<file path="src/sbd_pkg.sv">
// ----------------------------------------------------------------------------
// Strict base64 decoder package
// Shared types, register indexes, error codes and the character classifier.
// ----------------------------------------------------------------------------
package sbd_pkg;

   localparam int COUNT_WIDTH_DEFAULT = 25;
   localparam int LIMIT_WIDTH         = 25;
   localparam int QUEUE_DEPTH         = 2;
   localparam int CSR_INDEX_WIDTH     = 1;

   localparam logic [LIMIT_WIDTH-1:0] LIMIT_RESET = 25'h100_0000;

   localparam logic [CSR_INDEX_WIDTH-1:0] CSR_URL_SAFE_MODE    = 1'd0;
   localparam logic [CSR_INDEX_WIDTH-1:0] CSR_MAX_OUTPUT_BYTES = 1'd1;

   localparam logic [7:0] CHAR_PLUS  = 8'h2B;
   localparam logic [7:0] CHAR_SLASH = 8'h2F;
   localparam logic [7:0] CHAR_MINUS = 8'h2D;
   localparam logic [7:0] CHAR_UNDER = 8'h5F;
   localparam logic [7:0] CHAR_PAD   = 8'h3D;
   localparam logic [7:0] CHAR_UP_A  = 8'h41;
   localparam logic [7:0] CHAR_UP_Z  = 8'h5A;
   localparam logic [7:0] CHAR_LO_A  = 8'h61;
   localparam logic [7:0] CHAR_LO_Z  = 8'h7A;
   localparam logic [7:0] CHAR_ZERO  = 8'h30;
   localparam logic [7:0] CHAR_NINE  = 8'h39;

   typedef enum logic [2:0] {
      ERR_NONE  = 3'd0,
      ERR_CHAR  = 3'd1,
      ERR_PAD   = 3'd2,
      ERR_LEN   = 3'd3,
      ERR_TAIL  = 3'd4,
      ERR_LIMIT = 3'd5
   } err_type;

   typedef enum logic [2:0] {
      KIND_NONE    = 3'd0,
      KIND_DIGIT   = 3'd1,
      KIND_PAD     = 3'd2,
      KIND_PAD_BAD = 3'd3,
      KIND_BAD     = 3'd4
   } kind_type;

   typedef struct packed {
      logic [7:0] text_char;
      logic       carries_char;
      logic       is_last;
   } req_type;

   typedef struct packed {
      logic [7:0] data_byte;
      logic       byte_valid;
      logic       done_res;
      logic       accepted;
      err_type    error_code;
   } rsp_type;

   // A character after classification, as held in the queue between front and back.
   typedef struct packed {
      kind_type   kind;
      logic [5:0] value;
      logic       is_last;
   } item_type;

   function automatic item_type classify(req_type req, logic url_safe);
      item_type   item;
      logic [7:0] ch;
      logic [7:0] diff;
      ch           = req.text_char;
      diff         = 8'd0;
      item.kind    = KIND_BAD;
      item.value   = 6'd0;
      item.is_last = req.is_last;
      if (!req.carries_char) begin
         item.kind = KIND_NONE;
      end else if (ch >= CHAR_UP_A && ch <= CHAR_UP_Z) begin
         diff       = ch - CHAR_UP_A;
         item.kind  = KIND_DIGIT;
         item.value = diff[5:0];
      end else if (ch >= CHAR_LO_A && ch <= CHAR_LO_Z) begin
         diff       = ch - CHAR_LO_A + 8'd26;
         item.kind  = KIND_DIGIT;
         item.value = diff[5:0];
      end else if (ch >= CHAR_ZERO && ch <= CHAR_NINE) begin
         diff       = ch - CHAR_ZERO + 8'd52;
         item.kind  = KIND_DIGIT;
         item.value = diff[5:0];
      end else if (ch == (url_safe ? CHAR_MINUS : CHAR_PLUS)) begin
         item.kind  = KIND_DIGIT;
         item.value = 6'd62;
      end else if (ch == (url_safe ? CHAR_UNDER : CHAR_SLASH)) begin
         item.kind  = KIND_DIGIT;
         item.value = 6'd63;
      end else if (ch == CHAR_PAD) begin
         item.kind = url_safe ? KIND_PAD_BAD : KIND_PAD;
      end
      return item;
   endfunction

endpackage

</file>
<file path="src/sbd_fifo.sv">
// ----------------------------------------------------------------------------
// Small register queue
// A shallow first-in first-out queue; push and pop may happen in the same
// cycle, also when the queue is full.
// ----------------------------------------------------------------------------
module sbd_fifo #(
   parameter int WIDTH = 8,
   parameter int DEPTH = sbd_pkg::QUEUE_DEPTH
) (
   input  logic             clock,
   input  logic             reset,
   input  logic             push,
   input  logic [WIDTH-1:0] push_data,
   output logic             full,
   input  logic             pop,
   output logic             empty,
   output logic [WIDTH-1:0] pop_data
);

   localparam int PTR_W = (DEPTH > 1) ? $clog2(DEPTH) : 1;
   localparam int CNT_W = $clog2(DEPTH + 1);
   localparam logic [PTR_W-1:0] LAST_SLOT = PTR_W'(DEPTH - 1);
   localparam logic [CNT_W-1:0] FULL_CNT  = CNT_W'(DEPTH);

   logic [WIDTH-1:0] slot_ff [DEPTH];
   logic [PTR_W-1:0] wr_ptr_ff, wr_ptr_in;
   logic [PTR_W-1:0] rd_ptr_ff, rd_ptr_in;
   logic [CNT_W-1:0] count_ff, count_in;
   logic             do_push, do_pop;

   assign full     = (count_ff == FULL_CNT);
   assign empty    = (count_ff == '0);
   assign pop_data = slot_ff[rd_ptr_ff];
   assign do_pop   = pop && !empty;
   assign do_push  = push && (!full || do_pop);

   always_comb begin
      wr_ptr_in = wr_ptr_ff;
      rd_ptr_in = rd_ptr_ff;
      count_in  = count_ff;
      if (do_push) begin
         wr_ptr_in = (wr_ptr_ff == LAST_SLOT) ? '0 : wr_ptr_ff + 1'b1;
      end
      if (do_pop) begin
         rd_ptr_in = (rd_ptr_ff == LAST_SLOT) ? '0 : rd_ptr_ff + 1'b1;
      end
      if (do_push && !do_pop) begin
         count_in = count_ff + 1'b1;
      end else if (do_pop && !do_push) begin
         count_in = count_ff - 1'b1;
      end
   end

   always_ff @(posedge clock) begin
      if (reset) begin
         wr_ptr_ff <= '0;
         rd_ptr_ff <= '0;
         count_ff  <= '0;
      end else begin
         wr_ptr_ff <= wr_ptr_in;
         rd_ptr_ff <= rd_ptr_in;
         count_ff  <= count_in;
      end
   end

   always_ff @(posedge clock) begin
      if (do_push) begin
         slot_ff[wr_ptr_ff] <= push_data;
      end
   end

endmodule

</file>
<file path="src/sbd_front.sv">
// ----------------------------------------------------------------------------
// Decoder front end
// Takes characters, classifies them against the selected alphabet and
// queues the classified items for the back end.
// ----------------------------------------------------------------------------
module sbd_front (
   input  logic              clock,
   input  logic              reset,
   input  logic              url_safe,
   input  logic              req_push,
   input  sbd_pkg::req_type  req_data,
   output logic              req_full,
   input  logic              item_pop,
   output logic              item_empty,
   output sbd_pkg::item_type item_data
);

   localparam int ITEM_W = $bits(sbd_pkg::item_type);

   sbd_pkg::item_type class_item;
   logic [ITEM_W-1:0] queue_out;

   assign class_item = sbd_pkg::classify(req_data, url_safe);
   assign item_data  = sbd_pkg::item_type'(queue_out);

   // A request is taken only while req_full is low, as the interface promises.
   sbd_fifo #(
      .WIDTH (ITEM_W),
      .DEPTH (sbd_pkg::QUEUE_DEPTH)
   ) u_queue (
      .clock     (clock),
      .reset     (reset),
      .push      (req_push && !req_full),
      .push_data (class_item),
      .full      (req_full),
      .pop       (item_pop),
      .empty     (item_empty),
      .pop_data  (queue_out)
   );

endmodule

</file>
<file path="src/sbd_back.sv">
// ----------------------------------------------------------------------------
// Decoder back end
// Gathers digit bits, emits bytes, runs the canonical-form checks and queues
// one result per classified item.
// ----------------------------------------------------------------------------
module sbd_back #(
   parameter int COUNT_WIDTH = sbd_pkg::COUNT_WIDTH_DEFAULT
) (
   input  logic                            clock,
   input  logic                            reset,
   input  logic                            url_safe,
   input  logic [sbd_pkg::LIMIT_WIDTH-1:0] max_bytes,
   input  logic                            item_empty,
   input  sbd_pkg::item_type               item_data,
   output logic                            item_pop,
   input  logic                            rsp_pop,
   output logic                            rsp_empty,
   output sbd_pkg::rsp_type                rsp_data
);

   localparam int RSP_W = $bits(sbd_pkg::rsp_type);
   localparam int CMP_W = (COUNT_WIDTH > sbd_pkg::LIMIT_WIDTH) ?
                          COUNT_WIDTH : sbd_pkg::LIMIT_WIDTH;

   logic [11:0]            buf_ff, buf_in;
   logic [2:0]             cnt_ff, cnt_in;
   logic [1:0]             phase_ff, phase_in;
   logic [1:0]             pad_ff, pad_in;
   logic [COUNT_WIDTH-1:0] bytes_ff, bytes_in;
   sbd_pkg::err_type       err_ff, err_in;

   sbd_pkg::rsp_type  result;
   logic              out_full;
   logic [RSP_W-1:0]  out_bits;
   logic [3:0]        cnt_sum;
   logic [1:0]        len_sum;
   logic [5:0]        tail_bits;
   logic              at_limit;

   assign item_pop = !item_empty && (!out_full || rsp_pop);
   assign rsp_data = sbd_pkg::rsp_type'(out_bits);
   assign at_limit = ({{(CMP_W-COUNT_WIDTH){1'b0}}, bytes_ff} >=
                      {{(CMP_W-sbd_pkg::LIMIT_WIDTH){1'b0}}, max_bytes}) ||
                     (bytes_ff == {COUNT_WIDTH{1'b1}});

   always_comb begin
      buf_in    = buf_ff;
      cnt_in    = cnt_ff;
      phase_in  = phase_ff;
      pad_in    = pad_ff;
      bytes_in  = bytes_ff;
      err_in    = err_ff;
      cnt_sum   = 4'd0;
      len_sum   = 2'd0;
      tail_bits = 6'd0;
      result    = '0;

      if (err_ff == sbd_pkg::ERR_NONE) begin
         case (item_data.kind)
            sbd_pkg::KIND_NONE: begin
            end
            sbd_pkg::KIND_PAD: begin
               if (pad_ff >= 2'd2) begin
                  err_in = sbd_pkg::ERR_PAD;
               end else begin
                  pad_in = pad_ff + 2'd1;
               end
            end
            sbd_pkg::KIND_PAD_BAD: begin
               err_in = sbd_pkg::ERR_PAD;
            end
            sbd_pkg::KIND_DIGIT: begin
               if (pad_ff != 2'd0) begin
                  err_in = sbd_pkg::ERR_PAD;
               end else begin
                  buf_in   = {buf_ff[5:0], item_data.value};
                  phase_in = phase_ff + 2'd1;
                  cnt_sum  = {1'b0, cnt_ff} + 4'd6;
                  cnt_in   = cnt_sum[2:0];
                  if (cnt_sum >= 4'd8) begin
                     cnt_in = 3'(cnt_sum - 4'd8);
                     if (at_limit) begin
                        err_in = sbd_pkg::ERR_LIMIT;
                     end else begin
                        bytes_in          = bytes_ff + 1'b1;
                        result.byte_valid = 1'b1;
                        case (cnt_in[2:1])
                           2'd1:    result.data_byte = buf_in[9:2];
                           2'd2:    result.data_byte = buf_in[11:4];
                           default: result.data_byte = buf_in[7:0];
                        endcase
                     end
                  end
               end
            end
            default: begin
               err_in = sbd_pkg::ERR_CHAR;
            end
         endcase
      end

      if (item_data.is_last && err_in == sbd_pkg::ERR_NONE) begin
         len_sum = phase_in + pad_in;
         if (url_safe ? (phase_in == 2'd1) : (len_sum != 2'd0)) begin
            err_in = sbd_pkg::ERR_LEN;
         end else begin
            case (cnt_in)
               3'd2:    tail_bits = {4'd0, buf_in[1:0]};
               3'd4:    tail_bits = {2'd0, buf_in[3:0]};
               3'd6:    tail_bits = buf_in[5:0];
               default: tail_bits = 6'd0;
            endcase
            if (tail_bits != 6'd0) begin
               err_in = sbd_pkg::ERR_TAIL;
            end
         end
      end

      result.error_code = err_in;
      result.done_res   = item_data.is_last;
      result.accepted   = item_data.is_last && (err_in == sbd_pkg::ERR_NONE);

      // The last item of a string leaves a clean slate for the next one.
      if (item_data.is_last) begin
         buf_in   = '0;
         cnt_in   = '0;
         phase_in = '0;
         pad_in   = '0;
         bytes_in = '0;
         err_in   = sbd_pkg::ERR_NONE;
      end
   end

   always_ff @(posedge clock) begin
      if (reset) begin
         buf_ff   <= '0;
         cnt_ff   <= '0;
         phase_ff <= '0;
         pad_ff   <= '0;
         bytes_ff <= '0;
         err_ff   <= sbd_pkg::ERR_NONE;
      end else if (item_pop) begin
         buf_ff   <= buf_in;
         cnt_ff   <= cnt_in;
         phase_ff <= phase_in;
         pad_ff   <= pad_in;
         bytes_ff <= bytes_in;
         err_ff   <= err_in;
      end
   end

   sbd_fifo #(
      .WIDTH (RSP_W),
      .DEPTH (sbd_pkg::QUEUE_DEPTH)
   ) u_out_queue (
      .clock     (clock),
      .reset     (reset),
      .push      (item_pop),
      .push_data (result),
      .full      (out_full),
      .pop       (rsp_pop),
      .empty     (rsp_empty),
      .pop_data  (out_bits)
   );

endmodule

</file>
<file path="src/strict_base64_stream_decoder.sv">
// ----------------------------------------------------------------------------
// Strict base64 stream decoder
// Decodes one base64 character per transfer, checks canonical form and
// reports a verdict with the last character of each string.
// ----------------------------------------------------------------------------
//
//   Channel   Ports                          Direction  Transfer when
//   request   req_push req_full req_data     in         req_push && !req_full
//   response  rsp_pop rsp_empty rsp_data     out        rsp_pop && !rsp_empty
//   control   csr_write csr_index csr_data   in         csr_write
//
// One character is taken per clock cycle while the response side keeps up. A
// character is registered in the classifier queue, then taken by the back
// end, and its response is registered in the result queue before it shows
// on the result ports. The rate is set by the state update in the back end,
// which handles one item per cycle while the result queue has room or is
// being read. Synchronous reset empties both queues, clears the string state
// and restores the default registers. A stalled response side fills the
// result queue, then the classifier queue, and only then raises req_full.
//
// The front end classifies each character against the selected alphabet; the
// back end owns the bit buffer, the digit and padding counts, the byte count
// and the sticky first error. Every request produces exactly one response.
// Register writes are expected only while no string is in flight.
// ----------------------------------------------------------------------------
module strict_base64_stream_decoder #(
   parameter int COUNT_WIDTH = sbd_pkg::COUNT_WIDTH_DEFAULT
) (
   input  logic                                clock,
   input  logic                                reset,
   input  logic                                req_push,
   input  sbd_pkg::req_type                    req_data,
   output logic                                req_full,
   input  logic                                rsp_pop,
   output logic                                rsp_empty,
   output sbd_pkg::rsp_type                    rsp_data,
   input  logic                                csr_write,
   input  logic [sbd_pkg::CSR_INDEX_WIDTH-1:0] csr_index,
   input  logic [sbd_pkg::LIMIT_WIDTH-1:0]     csr_data
);

   logic                            url_mode_ff, url_mode_in;
   logic [sbd_pkg::LIMIT_WIDTH-1:0] max_bytes_ff, max_bytes_in;

   logic              item_pop;
   logic              item_empty;
   sbd_pkg::item_type item_data;

   // Control registers: written directly, no read-back.
   always_comb begin
      url_mode_in  = url_mode_ff;
      max_bytes_in = max_bytes_ff;
      if (csr_write) begin
         case (csr_index)
            sbd_pkg::CSR_URL_SAFE_MODE:    url_mode_in  = csr_data[0];
            sbd_pkg::CSR_MAX_OUTPUT_BYTES: max_bytes_in = csr_data;
            default: begin
            end
         endcase
      end
   end

   always_ff @(posedge clock) begin
      if (reset) begin
         url_mode_ff  <= 1'b0;
         max_bytes_ff <= sbd_pkg::LIMIT_RESET;
      end else begin
         url_mode_ff  <= url_mode_in;
         max_bytes_ff <= max_bytes_in;
      end
   end

   // The front end sees the alphabet only; padding in URL-safe mode is marked
   // there so that the back end need not decode characters at all.
   sbd_front u_front (
      .clock      (clock),
      .reset      (reset),
      .url_safe   (url_mode_ff),
      .req_push   (req_push),
      .req_data   (req_data),
      .req_full   (req_full),
      .item_pop   (item_pop),
      .item_empty (item_empty),
      .item_data  (item_data)
   );

   sbd_back #(
      .COUNT_WIDTH (COUNT_WIDTH)
   ) u_back (
      .clock      (clock),
      .reset      (reset),
      .url_safe   (url_mode_ff),
      .max_bytes  (max_bytes_ff),
      .item_empty (item_empty),
      .item_data  (item_data),
      .item_pop   (item_pop),
      .rsp_pop    (rsp_pop),
      .rsp_empty  (rsp_empty),
      .rsp_data   (rsp_data)
   );

   // A verdict of acceptance only comes with the end of a string.
   a_accept_needs_done: assert property (@(posedge clock) disable iff (reset)
      !rsp_empty && rsp_data.accepted |-> rsp_data.done_res)
      else $error("accepted without done_res");

   // An accepted string carries no error code.
   a_accept_no_error: assert property (@(posedge clock) disable iff (reset)
      !rsp_empty && rsp_data.accepted |-> rsp_data.error_code == sbd_pkg::ERR_NONE)
      else $error("accepted with an error code");

   // A response without a byte carries a zero data byte.
   a_idle_byte_zero: assert property (@(posedge clock) disable iff (reset)
      !rsp_empty && !rsp_data.byte_valid |-> rsp_data.data_byte == 8'd0)
      else $error("data byte set without byte_valid");

   // Reset leaves both queues empty.
   a_reset_empties: assert property (@(posedge clock)
      reset |=> rsp_empty && !req_full)
      else $error("queues not empty after reset");

endmodule
</file>
<file path="config.mk">
export PLATFORM = sky130hd
export DESIGN_NAME = strict_base64_stream_decoder
export DESIGN_NICKNAME = d
export VERILOG_FILES = /design/src/sbd_pkg.sv /design/src/sbd_fifo.sv /design/src/sbd_front.sv /design/src/sbd_back.sv /design/src/strict_base64_stream_decoder.sv
export SDC_FILE = /design/constraint.sdc
export NUM_CORES = 1
export LEC_CHECK = 0
export ABC_AREA = 0
export BUFFER_PORTS_ARGS = -buffer_cell sky130_fd_sc_hd__buf_2
export CAP_MARGIN = 20
export CORE_ASPECT_RATIO = 0.7
export CORE_UTILIZATION = 30
export DETAILED_ROUTE_END_ITERATION = 8
export MAX_ROUTING_LAYER = met4
export PLACE_DENSITY = 0.5
export SLEW_MARGIN = 30
export SYNTH_ARGS = -nofsm -noshare
export SYNTH_HDL_FRONTEND = slang
export SYNTH_SLANG_ARGS = --single-unit
</file>
<file path="constraint.sdc">
create_clock -name clock -period 7.9 [get_ports clock]
set_input_delay 0.395 -clock clock [delete_from_list [all_inputs] [get_ports clock]]
set_output_delay 0.395 -clock clock [all_outputs]
set_load 0.02 [all_outputs]
</file>
# Word level (Yosys, flattened, before mapping)
# Memories as Yosys holds them, arrays and structs flattened. A register that Yosys moved wholly into a read port is not among the register bits.
# Cells that the tools add are included.
totals:
  ram_bits: 48
  memories: 2
  out_inout_bits: 16
  word_cells: 177
  reg_bits: 75
  input_bits: 41
memory_table:
  columns: ["memory", "depth", "width", "read_ports", "rd_ports_with_merged_regs", "write_ports", "line_no", "text"]
  rows:
  - ["u_back.u_out_queue.slot_ff", 2, 14, 1, 1, 1, "sbd_fifo.sv:25", "logic [WIDTH-1:0] slot_ff [DEPTH];"]
  - ["u_front.u_queue.slot_ff", 2, 10, 1, 1, 1, "sbd_fifo.sv:25", null]
classes:
  add_sub_neg: 19
  n_bitwise: 1
  eq_ne: 17
  muxes: 71
  magnitude_cmp: 9
  reduce_logical: 44
ops:
  columns: ["cell", "count"]
  rows:
  - ["$mux W25", 6]
  - ["$mux W9", 9]
  - ["$mux W3", 18]
  - ["$mux W6", 8]
  - ["$add A25 B1 Y25 const B", 1]
  - ["$eq A25 B25 Y1 const B", 1]
  - ["$ge A25 B25 Y1", 1]
  - ["$mux W2", 12]
  - ["$pmux W6 S3", 1]
  - ["$ge A8 B7 Y1 const B", 2]
  - ["$le A8 B7 Y1 const B", 2]
  - ["$pmux W8 S2", 1]
  - ["$logic_and A1 B1 Y1", 15]
  - ["$mux W1", 14]
  - ["$reduce_bool A2 Y1", 7]
  - ["$logic_not A3 Y1", 4]
  - ["$pmux W3 S4", 1]
  - ["$sub A6 B6 Y6 const B", 2]
  - ["$eq A3 B2 Y1 const B", 3]
  - ["$add A2 B1 Y2 const B", 4]
  - ["$eq A8 B6 Y1", 1]
  - ["$eq A8 B6 Y1 const B", 1]
  - ["$eq A8 B7 Y1", 1]
  - ["$ge A8 B6 Y1 const B", 1]
  - ["other kinds (24)", 45]

# Depth between registers and ports, before layout
# Gate-level depths: netlist (run 1).
logic_depth:
  depth_word: 16
  ltp_mapped: 16
  depth_no_buf: 15

# Hierarchy
# Synthesis (run 1) repeated with hierarchy kept, for this count alone.
unflattened:
  cells_unflattened: 761
  area_unflattened_um2: 7409.6
by_module_without_submodules:
  columns: ["mod", "instances", "cells_per_inst", "area_per_inst_um2"]
  rows:
  - ["sbd_back", 1, 428, 3196.8]
  - ["strict_base64_stream_decoder", 1, 118, 1322.5]
  - ["sbd_fifo (u_back.u_out_queue)", 1, 68, 1236.2]
  - ["sbd_fifo (u_front.u_queue)", 1, 56, 950.9]
  - ["sbd_front", 1, 91, 703.2]

# Least setup slack after synthesis (run 1)
# Ideal clock, no wire load.
synth_timing:
  kind: "register -> register"
  startpoint: "register u_back.pad_ff[1]"
  endpoint: "memory u_back.u_out_queue.slot_ff[0][2] (netlist name), data pin"
  stages_incl_launch_ff: 15
  t_arrival_ns: 2.782
  t_required_ns: 7.627
  synth_period_minus_slack_ns: 3.055
  slack_ns: 4.845
  cell_sequence: "dfxtp_1 > inv_1 > ha_1 > o21ai_2 > nor2_4 > xnor2_1 > inv_1 > ha_1 > buf_1 > or4_1 > and2_1 > a2111oi_2 > o31ai_2 > nand2b_1 > o21ai_1"
synth_lines:
  columns: ["item", "line_no", "text"]
  rows:
  - ["from (decl)", "sbd_back.sv:28", "logic [1:0] pad_ff, pad_in;"]
  - ["from (signal assigned)", "sbd_back.sv:146", "pad_ff <= pad_in;"]
  - ["to (decl)", "sbd_fifo.sv:25", null]

==> summary.md, run 1 <==
| Metric | Value |
|---|---|
| Vias in the first global route | `5098` |
| CTS H-tree depth | `4` |
| CP arrival | `4230 ps` |
| Clock Sinks | `~120` |
| Crit path max-delay family | `simple AND/OR/NAND/NOR gates` |
| I/O Pins | `57` |
| Leak | `between 3 and 4 nW` |
| Post-route minimum period | `4040 ps` |
| Worst Tran Pin Value | `879 ps` |
| Critical-path cell with the highest stage delay | `dfxtp_1` |
| FF-to-FF End | `u_back.u_out_queue.slot_ff[1][3]` |
| Post-CTS setup buffers | `0` |
| Number of port buffers | `between 50 and 60` |
| Final hold violation count | `0` |
| Clock buffer depth | `2` |
| Vias | `5416` |
| Fin Clk Skew | `around 7.0 ps` |
| CTS tree | `done` |
| Final instance area | `approximately 0.0080 mm²` |
| DR vias/cell | `4.95` |
| RD Place Congestion | `between 0.8 and 0.9` |
| Worst Hold End | `u_front.u_queue.slot_ff[1][0]` |
| Area of the core | `about 0.022 mm²` |
| Synth unique cells | `70` |
| Fill cell count | `between 2000 and 2500` |
| Worst Path Required | `about 8100 ps` |
| CP peak stage delay | `around 700 ps` |
| Hold-fix buffers at CTS | `0` |
| DP HPWL | `11.8 mm` |
| Worst Hold Depth | `1` |
| Outcome | `finished, final reports clean` |
| Synth-to-Final Area Change | `17.2%` |
| Clk_lat worst skew | `between 400 and 500 ps` |
| Hold Path Class | `in2reg` |
| Post-synthesis register bit count | `between 100 and 150` |
| Die width | `approximately 180 µm` |
| Max-Cap Viols | `0` |
| Hold path startpoint | `req_data[0]` |
| Initial DRC count | `between 200 and 300` |
| Pwr/cell area | `~290 mW/mm²` |
| Layout cells sized above 1 | `0.169` |
| ANT nets after route | `0` |
| Top FF cell, synth | `dfxtp_1` |
| Clock-pin slew on the worst setup and hold paths | `60 ps` |
| Largest net degree at the start of global routing | `54` |
| Reg2reg setup slack | `between 3000 and 4000 ps` |
| Maximum clock frequency | `around 0.25 GHz` |
| Synth Cell Area | `just under 0.007 mm²` |
| Fin crit share | `0.511` |
| Post-cts resize count | `0` |
| IR drop worst, VDD | `between 0.1 and 0.15 mV` |
| Total gr overflow | `0` |
| CTS Buf Count | `17` |
| GRT Total Usage | `0.151` |
| # setup viols final | `0` |
| Final net count | `between 800 and 900` |
| Total negative slack | `0 ps` |
| Syn. warnings | `0` |
| WP buf/inv | `1` |
| Root buf cell | `clkbuf_16` |
| CP Cell Sequence | `mux2i_1 > nand2_1 > nor2_4 > xnor2_1 > inv_1 > ha_1 > nor4bb_1 > a31oi_1 > o2111ai_1 > o31ai_1 > o211ai_1 > o31ai_2 > nand2b_1 > nor4b_1` |
| Post-synthesis net count | `roughly 830` |
| Sequential area share after synthesis | `0.436` |
| Slew HR | `0.412` |
| RSZ-0062 raised after global routing | `no` |
| Post-Syn Instances | `~750` |
| Die ar. | `roughly 0.023 mm²` |
| Syn Area/Cell | `~9.1 µm²` |
| Reg2Reg Depth | `14` |
| # rows | `45` |
| Post-synth EDFFs | `48` |
| DRC | `0` |
| Placed inst area | `around 0.0074 mm²` |
| Async SR Flop Fraction | `0` |
| Worst Setup End Kind | `register` |
| Worst setup SP type | `register` |
| Drt wl/cell | `~15 µm` |
| Critical path class | `reg2reg` |
| Final WL | `around 16 mm` |
| CP Max Fanout | `14` |
| First-pass GRT wire length | `roughly 27 mm` |
| Detailed Routing Iterations Pass 1 | `5` |
| Fin. max-slew vios | `0` |
| Initial Util | `0.310` |
| DIE HEIGHT | `approximately 130 µm` |
| Initial antenna violation count | `0` |
| Layout Utilization | `0.363` |
| ANT cells | `0` |
[through the flow]
step / setup WS (ps) / hold WS (ps) / instances / total power [mW]
2_1_floorplan: 4850 / 436 / 751 / 1.30
3_3_place_gp: 4120 / 444 / 1063 / 1.51
3_5_place_dp: 3950 / 448 / 1063 / 1.51
4_1_cts: 3890 / 170 / 1095 / 2.33
5_1_grt: 3380 / 176 / 1095 / 2.44
6_report: 3860 / 178 / 1095 / 2.31
[kinds of logic after synthesis]
family / share of synthesized area
DFF: 0.436
muxes: 0.0438
AOI/OAI and AO/OA: 0.170
adders and majority gates: 0.0754
xor gates and xnor gates: 0.0386
and+or+nand+nor: 0.189
buffers and inverters: 0.0478
[area by class of cell]
| type | instances | area [µm²] | share of cell area |
|---|---|---|---|
| flip-flops and latches | 124 | 2960 | 0.372 |
| clock inverters | 15 | 190 | 0.0239 |
| multi-input cells | 543 | 3530 | 0.442 |
| well taps | 282 | 353 | 0.0442 |
| repair buffers | 61 | 318 | 0.0399 |
| inverters | 53 | 199 | 0.0249 |
| clock buffers | 17 | 425 | 0.0534 |
[state kept, by name, summed over array words and instances, names as in the netlist, named ones only]
| name | flops |
|---|---|
| u_back.phase_ff | 2 |
| u_front.u_queue.slot_ff | 20 |
| u_front.u_queue.rd_ptr_ff | 1 |
| u_back.err_ff | 3 |
| u_back.pad_ff | 2 |
| u_back.bytes_ff | 25 |
| u_back.u_out_queue.wr_ptr_ff | 1 |
| u_front.u_queue.count_ff | 2 |
| u_back.u_out_queue.slot_ff | 28 |
| u_back.u_out_queue.rd_ptr_ff | 1 |
| u_back.buf_ff | 6 |
| url_mode_ff | 1 |
| u_back.cnt_ff | 2 |
| u_back.u_out_queue.count_ff | 2 |
| u_front.u_queue.wr_ptr_ff | 1 |
| max_bytes_ff | 25 |
[worst register-to-register path: stages, from the launching register on]
cell,delay (ps)
dfxtp_1,700
mux2i_1,430
nand2_1,230
nor2_4,270
xnor2_1,110
inv_1,70
ha_1,330
nor4bb_1,110
a31oi_1,160
o2111ai_1,150
o31ai_1,260
o211ai_1,150
o31ai_2,320
nand2b_1,130
nor4b_1,390
[synth_stat cells (3+ instances only)]
cell type	instances	area [µm²]
a2111oi_2	4	60.1
a211oi_1	4	30.0
a21oi_1	73	365
a22oi_1	18	135
a31o_2	3	26.3
a31oi_1	4	25.0
and2_1	8	50.1
and3_1	11	68.8
and3b_1	3	26.3
and4_1	6	52.6
buf_1	4	15.0
clkbuf_1	24	90.1
dfxtp_1	76	1520
edfxtp_1	48	1440
ha_1	41	513
inv_1	51	191
mux2_2	22	248
mux2i_1	5	50.1
nand2_1	101	379
nand2b_1	6	37.5
nand3_1	12	60.1
nand4_1	17	106
nor2_1	72	270
nor2b_1	4	25.0
nor3_1	6	30.0
nor4_1	3	18.8
o2111ai_1	3	26.3
o211a_1	3	30.0
o211ai_1	3	22.5
o21ai_0	27	135
o21ai_1	3	15.0
o31ai_1	4	30.0
or3_1	5	31.3
or4_1	3	22.5
xnor2_1	22	193
xor2_1	8	70.1
[worst max path at each step]
stage	from	to	slack (ps)	depth (start not counted)
4_1_cts	register	u_back.u_out_queue.slot_ff[1][3]	3890	14
3_5_place_dp	register	u_back.u_out_queue.slot_ff[0][3]	3950	14
5_1_grt	register	u_back.u_out_queue.slot_ff[1][3]	3380	14
6_report	register	u_back.u_out_queue.slot_ff[1][3]	3860	14
2_1_floorplan	u_back.pad_ff[1]	u_back.u_out_queue.slot_ff[0][2]	4850	14
3_3_place_gp	register	u_back.u_out_queue.slot_ff[0][3]	4120	14
[power breakdown]
part / switching (mW) / leakage [nW] / internal (mW)
combinational: 0.428 / 1.71 / 0.235
clock: 0.308 / 0.288 / 0.501
sequential: 0.0575 / 1.08 / 0.781
[cell usage in the layout (no fill, tap or decap), types with 4 or more instances in the layout]
cell,netlist,layout
nor2b_1,4,4
inv_1,51,51
nor2_1,72,72
clkbuf_16,0,17
a22oi_1,18,18
nand4_1,17,17
a21oi_1,73,72
nand3_1,12,12
or3_1,5,5
and2_1,8,7
xor2_1,8,8
dfxtp_1,76,76
nor3_1,6,6
ha_1,41,41
nand2_1,101,101
mux2_2,22,22
a2111oi_2,4,4
buf_4,0,5
o21ai_0,27,26
mux2i_1,5,4
edfxtp_1,48,48
a31oi_1,4,4
buf_2,2,56
o31ai_1,4,4
and3_1,11,11
a211oi_1,4,4
clkinv_4,0,5
nand2b_1,6,6
xnor2_1,22,22
and4_1,6,6
[layer usage]
| layer | vias to the layer above | track usage | wire (µm) |
|---|---|---|---|
| met4 | 0 | 0.0524 | 195 |
| met1 | 2505 | 0.228 | 9360 |
| met5 | - | - | 0 |
| li1 | 2790 | - | - |
| met2 | 108 | 0.192 | 5950 |
| met3 | 13 | 0.0349 | 757 |
No activity file was read; power rests on OpenSTA's default activity.
==> run 2, diff against run 1 <==
PLACE_DENSITY = 0.51   (was 0.5)
clock period = 3.4 ns   (was 7.9 ns; I/O delays follow)
==> run 2 against run 1 <==
Routed wire length increased by 2.8%. Sequential cell count unchanged. Maximum frequency increased by 26%. Clock-buffer cell count unchanged. Sequential power increased by 130%. Register-to-register slack got worse by 3700 ps. Power increased by 130%. First-iteration DRC count increased by 43%. Sequential share of layout area decreased by 1.7 points. Cell area increased by 4.7%. Critical path type unchanged.
==> summary.md, run 2 (synthesized netlist as in run 1, its figures left out) <==
| Metric | Value |
|---|---|
| Hold Path Class | `in2reg` |
| IR drop worst, VDD | `approximately 0.32 mV` |
| Vias in the first global route | `5150` |
| RD Place Congestion | `0.869` |
| Fin Clk Skew | `between 7 and 8 ps` |
| Crit path max-delay family | `simple AND/OR/NAND/NOR gates` |
| Slew HR | `0.387` |
| Final net count | `923` |
| Pre-CTS setup slack | `around 36 ps` |
| Sw power | `about 1.8 mW` |
| Largest net degree at the start of global routing | `35` |
| Fill cell count | `about 2200` |
| # setup viols final | `0` |
| Clock buffer depth | `2` |
| Top reg by flops | `u_back.u_out_queue.slot_ff` |
| CP peak stage delay | `between 500 and 600 ps` |
| Worst Tran Pin Value | `~920 ps` |
| I/O Pins | `57` |
| ANT nets after route | `0` |
| Placed inst area | `approximately 0.0075 mm²` |
| First-pass GRT wire length | `27.3 mm` |
| Fin crit share | `0.945` |
| Final WL | `around 17 mm` |
| Most frequent cells in the layout | `nand2_1, dfxtp_1, nor2_1, a21oi_1, buf_2` |
| Maximum clock frequency | `just over 0.3 GHz` |
| Worst setup SP type | `register` |
| Initial antenna violation count | `0` |
| Comb pwr share | `0.315` |
| Number of port buffers | `56` |
| Critical-path cell with the highest stage delay | `or4_1` |
| RSZ-0062 raised after global routing | `no` |
| CTS tree | `done` |
| Die width | `~180 µm` |
| DRC | `0` |
| CP arrival | `approximately 3400 ps` |
| Total gr overflow | `0` |
| CP Cell Sequence | `buf_6 > nor3b_2 > o21ai_2 > nor2_4 > xnor2_2 > inv_1 > ha_2 > or4_1 > and2_1 > a2111oi_2 > o31ai_2 > nand2b_1 > o21ai_1` |
| Drt wl/cell | `roughly 15 µm` |
| Final hold violation count | `0` |
| Internal power | `about 3.6 mW` |
| Final Worst Setup Slack | `about 190 ps` |
| Pwr/cell area | `650 mW/mm²` |
| Die ar. | `about 0.023 mm²` |
| Area of the core | `between 0.02 and 0.025 mm²` |
| CTS H-tree depth | `4` |
| Layout cells sized above 1 | `0.183` |
| Final instance area | `between 0.008 and 0.009 mm²` |
| DIE HEIGHT | `between 100 and 150 µm` |
| Clk network pwr share | `0.330` |
| Vias | `between 5000 and 6000` |
| Initial Util | `0.310` |
| Largest regs | `u_back.u_out_queue.slot_ff x28, max_bytes_ff x25, u_back.bytes_ff x25` |
| Total negative slack | `0 ps` |
| CP Max Fanout | `8` |
| Worst Setup End Kind | `register` |
| Fin. max-slew vios | `0` |
| Post-route minimum period | `~3200 ps` |
| DP HPWL | `roughly 12 mm` |
| Initial DRC count | `approximately 420` |
| Most common library cell in the layout ignoring fill and taps | `nand2_1` |
| Critical path class | `reg2reg` |
| WP buf/inv | `2` |
| Worst Path Required | `3540 ps` |
| Synth-to-Final Area Change | `22.7%` |
| DR vias/cell | `about 4.9` |
| Detailed Routing Iterations Pass 1 | `6` |
| Max-Cap Viols | `0` |
| CTS Buf Count | `17` |
| # rows | `between 40 and 50` |
| Max reg flops | `28` |
| Outcome | `finished, final reports clean` |
| Register share of total power | `0.355` |
| GRT Total Usage | `0.155` |
| Clock-pin slew on the worst setup and hold paths | `~50 ps` |
| ANT cells | `0` |
| Sw frac | `0.336` |
| Clock Sinks | `between 100 and 150` |
| Root buf cell | `clkbuf_16` |
| Leak | `around 3.3 nW` |
| Clk_lat worst skew | `around 420 ps` |
run 2: final cells by class:
cell class              count  area (µm²)  area share
multi-input cells         543        3560       0.427
repair buffers            102         689      0.0826
inverters                  53         199      0.0238
clock buffers              17         425      0.0510
well taps                 282         353      0.0423
clock inverters            15         155      0.0186
flip-flops and latches    124        2960       0.355
run 2: routing by layer:
| metal | part of all wire | vias up | GRT usage |
|---|---|---|---|
| li1 | - | 2860 | - |
| met5 | 0 | - | - |
| met3 | 0.056 | 17 | 0.0395 |
| met2 | 0.37 | 144 | 0.196 |
| met1 | 0.56 | 2541 | 0.232 |
| met4 | 0.0093 | 0 | 0.0544 |
run 2: power by group through the flow:
| stage | sequential [mW] | combinational, mW | clock [mW] |
|---|---|---|---|
| after global routing | 1.95 | 1.89 | 1.91 |
| after CTS | 1.93 | 1.67 | 1.84 |
| final | 1.93 | 1.71 | 1.79 |
| after detailed placement | 1.96 | 1.63 | 0 |
| after floorplan | 1.92 | 1.11 | 0 |
| after global placement | 1.95 | 1.63 | 0 |
run 2: worst min-delay path, stage by stage:
cell and delay (ps):
buf_2 80, nand2_1 60, o211ai_1 80
run 2: worst paths after layout:
kind,start,endpoint,slack (ps),cells past startpoint
min,csr_data[24],max_bytes_ff[24],9,3
max reg2reg,register,u_back.u_out_queue.slot_ff[1][2],190,13
max,register,u_back.u_out_queue.slot_ff[1][2],190,13
min reg2reg,max_bytes_ff[19],max_bytes_ff[19],450,2
run 2: timing repair:
item,4_1_cts,5_1_grt
hold endpoints to repair,25,0
hold buffers,24,0
setup buffers,0,3
resized for setup,0,9
setup endpoints to repair,0,8
run 2: metrics by stage:
step / utilization / hold slack (ps) / cells / total power, mW
global placement: 0.339 / 392 / 1077 / 3.59
CTS: 0.377 / 1.36 / 1133 / 5.43
detailed placement: 0.339 / 392 / 1077 / 3.59
floorplan: - / 269 / 751 / 3.03
finish: 0.380 / 8.79 / 1136 / 5.43
global route: 0.380 / 40.8 / 1136 / 5.76
==> run 3, diff against run 2 <==
CTS_CLUSTER_DIAMETER = 200   (was unset)
MAX_ROUTING_LAYER = unset   (was met4)
==> run 3 against run 2 <==
Hold slack worse by 1.2 ps. Sequential power about the same. Final cell count unchanged. Critical path type unchanged. Combinational power about the same. Core utilization unchanged. Sequential cell count unchanged. Critical endpoint unchanged. Clock skew about the same. Routed wire length about the same. Global-route usage down 0.48 points. Power about the same. Via count about the same.
==> summary.md, run 3 (synthesized netlist as in run 1, its figures left out) <==
| Metric | Value |
|---|---|
| Die width | `182 µm` |
| Clock-pin slew on the worst setup and hold paths | `around 50 ps` |
| Worst Path Required | `3540 ps` |
| CTS tree | `done` |
| Initial antenna violation count | `0` |
| Vias | `around 5600` |
| Internal power | `~3.6 mW` |
| CTS H-tree depth | `4` |
| I/O Pins | `57` |
| Drt wl/cell | `about 15 µm` |
| CP arrival | `roughly 3400 ps` |
| ANT nets after route | `0` |
| Max reg flops | `28` |
| Die ar. | `around 0.023 mm²` |
| ANT cells | `0` |
| Clock buffer depth | `2` |
| GRT Total Usage | `0.151` |
| Register share of total power | `0.355` |
| Hold slack | `approximately 7.6 ps` |
| Post-route minimum period | `~3200 ps` |
| CTS Buf Count | `17` |
| DP HPWL | `12.0 mm` |
| Synth-to-Final Area Change | `22.7%` |
| Final hold violation count | `0` |
| Initial Util | `0.310` |
| Clock Sinks | `124` |
| DRC | `0` |
| CP Max Fanout | `8` |
| First-pass GRT wire length | `27.3 mm` |
| Pwr/cell area | `~650 mW/mm²` |
| Fin Clk Skew | `around 7.6 ps` |
| Hold Path Class | `in2reg` |
| Hold path startpoint | `csr_data[24]` |
| Vias in the first global route | `between 5000 and 6000` |
| Worst setup SP type | `register` |
| Outcome | `finished, final reports clean` |
| Worst Setup End Kind | `register` |
| Leak | `3.26 nW` |
| Clk_lat worst skew | `approximately 420 ps` |
| Fin. max-slew vios | `0` |
| Fill cell count | `~2200` |
| Number of port buffers | `56` |
| Sw power | `roughly 1.8 mW` |
| Maximum clock frequency | `0.312 GHz` |
| Slew HR | `0.387` |
| IR drop worst, VDD | `about 0.32 mV` |
| Final WL | `between 15 and 20 mm` |
| Final net count | `slightly above 900` |
| Sw frac | `0.337` |
| Most frequent cells in the layout | `nand2_1, dfxtp_1, nor2_1, a21oi_1, buf_2` |
| Top reg by flops | `u_back.u_out_queue.slot_ff` |
| Layout cells sized above 1 | `0.183` |
| Critical path class | `reg2reg` |
| DIE HEIGHT | `between 100 and 150 µm` |
| RD Place Congestion | `0.856` |
| Worst Tran Pin Value | `916 ps` |
| # rows | `between 40 and 50` |
| Area of the core | `roughly 0.022 mm²` |
| Total negative slack | `0 ps` |
| Root buf cell | `clkbuf_16` |
| Fin crit share | `0.944` |
| Total gr overflow | `0` |
| DR vias/cell | `between 4 and 5` |
| Reg2reg setup slack | `190 ps` |
| RSZ-0062 raised after global routing | `no` |
| Clk network pwr share | `0.331` |
| Detailed Routing Iterations Pass 1 | `6` |
| Max-Cap Viols | `0` |
| # setup viols final | `0` |
| Comb pwr share | `0.314` |
| Largest net degree at the start of global routing | `35` |
| Largest regs | `u_back.u_out_queue.slot_ff x28, max_bytes_ff x25, u_back.bytes_ff x25` |
| Initial DRC count | `between 400 and 500` |
| Most common library cell in the layout ignoring fill and taps | `nand2_1` |
## run 3: cell counts in the layout (fill, tap and decap cells not counted)
Identical to the previous run, type by type.
## run 3: layer usage
metal / part of all wire / up-vias / track usage
met1: 0.56 / 2543 / 0.231
met4: 0.0092 / 0 / 0.0514
met3: 0.059 / 17 / 0.0415
li1: - / 2859 / -
met2: 0.37 / 148 / 0.196
met5: 0 / - / 0
## run 3: final timing paths
| check | endpoint | depth (start not counted) |
|---|---|---|
| setup / recovery | u_back.u_out_queue.slot_ff[1][2] | 13 |
| hold / removal | max_bytes_ff[24] | 3 |
| hold reg to reg | max_bytes_ff[6] | 2 |
| setup reg to reg | u_back.u_out_queue.slot_ff[1][2] | 13 |
## run 3: worst max-delay path: stages (launching register included)
cell and delay [ps]:
dfxtp_1 330, buf_6 140, nor3b_2 270, o21ai_2 120, nor2_4 150, xnor2_2 130
inv_1 70, ha_2 230, or4_1 540, and2_1 210, a2111oi_2 330, o31ai_2 140
nand2b_1 170, o21ai_1 100
## run 3: cell type report
cell class / count / area (µm²) / area share
clock buffer: 17 / 425 / 0.0510
clock inverter: 15 / 155 / 0.0186
inverter: 53 / 199 / 0.0238
multi-input combinational: 543 / 3560 / 0.427
sequential: 124 / 2960 / 0.355
tap: 282 / 353 / 0.0423
timing repair buffer: 102 / 689 / 0.0826
## run 3: stage by stage
| step | area [µm²] | cells | power (mW) | worst slack (ps) | util |
|---|---|---|---|---|---|
| 5_1_grt | 8350 | 1136 | 5.76 | 4.15 | 0.380 |
| 6_report | 8350 | 1136 | 5.43 | 191 | 0.380 |
| 3_3_place_gp | 7450 | 1077 | 3.59 | 116 | 0.339 |
| 3_5_place_dp | 7450 | 1077 | 3.59 | 36.3 | 0.339 |
| 2_1_floorplan | 6800 | 751 | 3.03 | 345 | - |
| 4_1_cts | 8280 | 1133 | 5.43 | 23.0 | 0.377 |
## run 3: repair_timing
action / CTS / global route
gates resized for setup: 0 / 9
setup buffers: 0 / 3
hold buffers: 24 / 0
endpoints found under the hold margin: 25 / 0
endpoints found under the setup margin: 0 / 8
## run 3: power groups by stage
stage               combinational [mW]  sequential, mW  clock, mW
CTS                               1.67            1.93       1.84
global route                      1.89            1.95       1.91
detailed placement                1.63            1.96          0
finish                            1.71            1.93       1.80
floorplan                         1.11            1.92          0
global placement                  1.63            1.95          0
